==> src/rtl/core/stm_pkg.sv <==
// Package for the slot table match and min-weight block.
// Holds table size, opcodes, word types and the token that walks the cell chain.
// No dependencies.
`timescale 1ns / 1ps
`default_nettype none

package stm_pkg;

  localparam int ENTRIES = 16;
  localparam int IDX_W   = (ENTRIES > 1) ? $clog2(ENTRIES) : 1;

  localparam int OPC_W  = 2;
  localparam int TAG_W  = 8;
  localparam int SLOT_W = 4;
  localparam int LEN_W  = 16;
  localparam int WGT_W  = 64;

  localparam logic [OPC_W-1:0] OP_FIND_FIRST = 2'd0;
  localparam logic [OPC_W-1:0] OP_FIND_LEAST = 2'd1;
  localparam logic [OPC_W-1:0] OP_UPDATE     = 2'd2;

  typedef struct packed {
    logic [OPC_W-1:0]  opcode;
    logic [TAG_W-1:0]  key_tag;
    logic [SLOT_W-1:0] slot;
    logic [LEN_W-1:0]  new_length;
    logic [WGT_W-1:0]  new_weight;
  } in_word_t;

  typedef struct packed {
    logic              hit;
    logic [SLOT_W-1:0] hit_slot;
    logic [LEN_W-1:0]  hit_length;
  } out_word_t;

  // Query token handed from cell to cell, one cell per cycle.
  typedef struct packed {
    logic             vld;
    logic [OPC_W-1:0] op;
    logic [TAG_W-1:0] key;
    logic             found;
    logic [IDX_W-1:0] idx;
    logic [LEN_W-1:0] len;
    logic [WGT_W-1:0] least;
  } tok_t;

  // Slot write broadcast to all cells.
  typedef struct packed {
    logic             en;
    logic [IDX_W-1:0] idx;
    logic [TAG_W-1:0] tag;
    logic [LEN_W-1:0] len;
    logic [WGT_W-1:0] weight;
  } wr_t;

endpackage

`default_nettype wire

==> src/rtl/core/stm_cell.sv <==
// One slot cell: stores tag, length and weight of one slot and folds it into
// the passing query token. Depends on stm_pkg.
`timescale 1ns / 1ps
`default_nettype none

module stm_cell
  import stm_pkg::*;
(
  input  wire logic             clk,
  input  wire logic             rst_n,
  input  wire logic [IDX_W-1:0] cell_index,
  input  wire wr_t              wr,
  input  wire tok_t             tok_in,
  output tok_t                  tok_out
);

  logic [TAG_W-1:0] tag_r;
  logic [LEN_W-1:0] len_r;
  logic [WGT_W-1:0] weight_r;
  tok_t             tok_r;
  tok_t             tok_nxt;
  logic             match;

  assign match = (tag_r == tok_in.key);

  always_comb begin
    tok_nxt = tok_in;
    case (tok_in.op)
      OP_FIND_FIRST: begin
        if (match && !tok_in.found) begin
          tok_nxt.found = 1'b1;
          tok_nxt.idx   = cell_index;
          tok_nxt.len   = len_r;
        end
      end
      OP_FIND_LEAST: begin
        // strict compare: lowest slot wins a tie, all-ones never wins
        if (match && (weight_r < tok_in.least)) begin
          tok_nxt.found = 1'b1;
          tok_nxt.idx   = cell_index;
          tok_nxt.len   = len_r;
          tok_nxt.least = weight_r;
        end
      end
      default: begin
      end
    endcase
  end

  always_ff @(posedge clk) begin
    if (!rst_n) begin
      tag_r     <= '0;
      len_r     <= '0;
      weight_r  <= '0;
      tok_r     <= '0;
    end else begin
      tok_r <= tok_nxt;
      if (wr.en && (wr.idx == cell_index)) begin
        tag_r    <= wr.tag;
        len_r    <= wr.len;
        weight_r <= wr.weight;
      end
    end
  end

  assign tok_out = tok_r;

endmodule

`default_nettype wire

==> config.mk <==
export PLATFORM = sky130hd
export DESIGN_NAME = stm_cell
export DESIGN_NICKNAME = d
export VERILOG_FILES = /design/src/rtl/core/stm_pkg.sv /design/src/rtl/core/stm_cell.sv
export SDC_FILE = /design/constraint.sdc
export NUM_CORES = 1
export LEC_CHECK = 0
export BUFFER_PORTS_ARGS = -buffer_cell sky130_fd_sc_hd__buf_4
export CORE_ASPECT_RATIO = 1.2
export CORE_MARGIN = 4
export CORE_UTILIZATION = 51
export DETAILED_ROUTE_END_ITERATION = 8
export PLACE_DENSITY = 0.81
export SLEW_MARGIN = 0
export SYNTH_ARGS = -nofsm -noshare
export SYNTH_HDL_FRONTEND = slang
export SYNTH_SLANG_ARGS = --single-unit
==> constraint.sdc <==
create_clock -name clk -period 3.3 [get_ports clk]
set_clock_uncertainty 0.05 [all_clocks]
set_input_delay 0.66 -clock clk [delete_from_list [all_inputs] [get_ports clk]]
set_output_delay 0.66 -clock clk [all_outputs]
set_load 0.01 [all_outputs]
==> run metrics <==
Tot GR Track Use a little under a quarter; total negative slack 0 ns; type of origin of the critical path input port; layout cell share with drive strength beyond 1 a little over a quarter; Post-Layout Inst Area approximately 12,000 um^2; met1 Use GR between 20% and 30%; final setup vio count 0; die area around 19,000 um^2; Largest stage delay, worst path around 0.56 ns; critical path peak fanout 30; Synth Flop Type dfxtp_1; CP max stage cell or4_4; Worst-path clk slew about 0.07 ns; Pins Over Slew Limit 0; antenna viol nets, final 0; Routed wire per std cell ~15 um; Post-Syn Area ~8700 um^2; DR iter-0 viols 327; CTS Hold Bufs 0; dpl hpwl 17,000 um; top-count cell post-synth nand2_1; FFs w/ async S/R, synth 0%; Post-Syn Instances roughly 1,000; Seq cells post-synth between 150 and 200; worst hold stages 2; depth of the CTS H-tree 4; Final Hold Fails 0; met2 Track Usage GR 42.2%; total CTS buffers 17; io pins between 200 and 300; syn_area_per_cell 8.46 um^2; crit path time final approximately 2.8 ns; crit end category register; pwr dens ~440 nW/um^2; leakage between 0.005 and 0.006 uW; Synthesis Warnings 0; critical-path cell list buf_4 -> inv_1 -> ha_1 -> nand4_1 -> or3_1 -> or4_4 -> nor3_2 -> a22oi_1 -> nand4b_1 -> o21ai_4 -> buf_12 -> mux2i_1; fin crit share between 80% and 90%; placed cell count about 1,500; first-pass GRT wire length 35,700 um; hold slack final just under 0.4 ns; CP required 3.55 ns; total clock sinks roughly 180; relative slew slack 32.7%; post-cts gate resize count 0; final layout net count around 1,500; vias in the first global route 7,671; IO Port Bufs 290; worst r2r dst tok_out[63]$_SDFF_PN0_; Die W 127 um; R2R cell count 10; CTS tree yes; f_max between 300 and 400 MHz; Root Buffer clkbuf_16; top-area cell type share of the netlist area 42.4%; register area share after synthesis between 40% and 50%; antenna violations before repair 0; n_diodes 0; Post-Route WL 22,900 um; synth unique cells 39; CP arrival just over 3 ns; fin cells 1,519; total number of vias 7,739; worst r2r src weight_r[47]$_SDFFE_PN0P_; router iterations before antenna repair 5; largest net degree at the start of global routing 99; Hold Path Class input port to register; Hold Path Origin tok_in[95]; Post-synth EDFFs 0; Worst-Margin Slew around 1.0 ns; post-synth top area cell dfxtp_1; placed inst area around 11,000 um^2; clock tree buffer depth 2; RD Place Congestion a little over 0.8; routed vias/inst about 5.1; Syn Nets 1,285; top cells by instance count after synthesis nand2_1 (356), dfxtp_1 (184), a21boi_0 (88); Overflow after GRT 0; critical path type input port to register; CP top delay family simple AND/OR/NAND/NOR gates; flop-to-flop setup slack between 0.5 and 0.6 ns; GR peak layer met2; largest cells by area after synthesis dfxtp_1 (42%), nand2_1 (15%), mux2i_1 (9.7%); max-cap violations 0; VDD IR max a little over 0.3 mV; Initial Util between 50% and 60%; met3 GRT Util under 10%; worst path bufs/invs 3; Die Height around 150 um; Clock Latency Late Sink between 0.4 and 0.5 ns; Core Rows 52; Hold Path Sink tok_out[95]$_SDFF_PN0_; Residual DRC 0; RSZ-0062 raised after global routing false; status completed; Layout area overhead 33.6%; core box area 16,800 um^2; postcts setup bufs 0
-- report_power, final --
part	internal [uW]	switching, uW
clock network	1240	931
registers	2300	34.8
logic	329	278
-- layout make-up --
type,instances,area (um^2)
inverter,69,259
fill,1358,5170
timing repair buffer,302,2330
clock inverter,14,189
clock buffer,18,439
sequential,184,3680
tap,216,270
multi-input combinational,716,4440
-- worst max path at each step --
stage	from	to	slack [ns]	depth (start not counted)
finish	tok_in[29]	tok_out[63]$_SDFF_PN0_	0.50	12
global route	weight_r[47]$_SDFFE_PN0P_	tok_out[5]$_SDFF_PN0_	0.29	10
CTS	weight_r[47]$_SDFFE_PN0P_	tok_out[63]$_SDFF_PN0_	0.49	10
detailed placement	tok_in[47]	tok_out[11]$_SDFF_PN0_	0.06	12
global placement	tok_in[47]	tok_out[9]$_SDFF_PN0_	0.11	12
floorplan	tok_in[30]	tok_out[10]$_SDFF_PN0_	0.40	12
-- flip-flops by register name, summed over array words and instances, names as in the netlist --
register  cells
tok_out      96
weight_r     64
len_r        16
tag_r         8
-- per-stage QoR --
step           setup slack [ns]  util (%)  total power, uW
2_1_floorplan             0.396         -             2640
3_3_place_gp              0.107      65.5             2980
3_5_place_dp             0.0627      65.5             3000
4_1_cts                   0.492      69.2             5150
5_1_grt                   0.293      69.2             5310
6_report                  0.500      69.2             5110
-- metal layers --
metal / up-vias / wire (um) / part of all wire, %
li1: 3877 / - / -
met3: 56 / 1460 / 6.4
met1: 3586 / 8830 / 39
met4: 0 / 846 / 3.7
met5: - / 0 / 0
met2: 220 / 11700 / 51
-- cell families after synthesis --
family	Yosys count	synth area share (%)
and+or+nand+nor	413	19.4
DFF	184	42.4
AOI/OAI and AO/OA	144	11.5
buffers and inverters	127	6.82
muxes	84	9.67
adders and majority gates	63	9.07
xor gates and xnor gates	12	1.21
-- placed cells by master, fill, tap and decap left out, types with 3 or more instances in the layout --
cell and count:
clkinvlp_4 4, bufinv_16 3, nor4_1 3, nor3_1 3, inv_1 69, a21oi_1 22
mux2i_1 84, nand2b_1 3, dfxtp_1 184, and2_1 11, nand4_1 14, xor2_1 3
buf_4 296, a21boi_0 88, clkbuf_16 17, nand2_1 356, buf_12 5, o21a_1 3
a21o_1 8, nand3_1 4, nor2_1 7, xnor2_1 9, o21ai_0 12, ha_1 63
inv_8 3
Note: power is estimated with default switching activity, not from simulation.
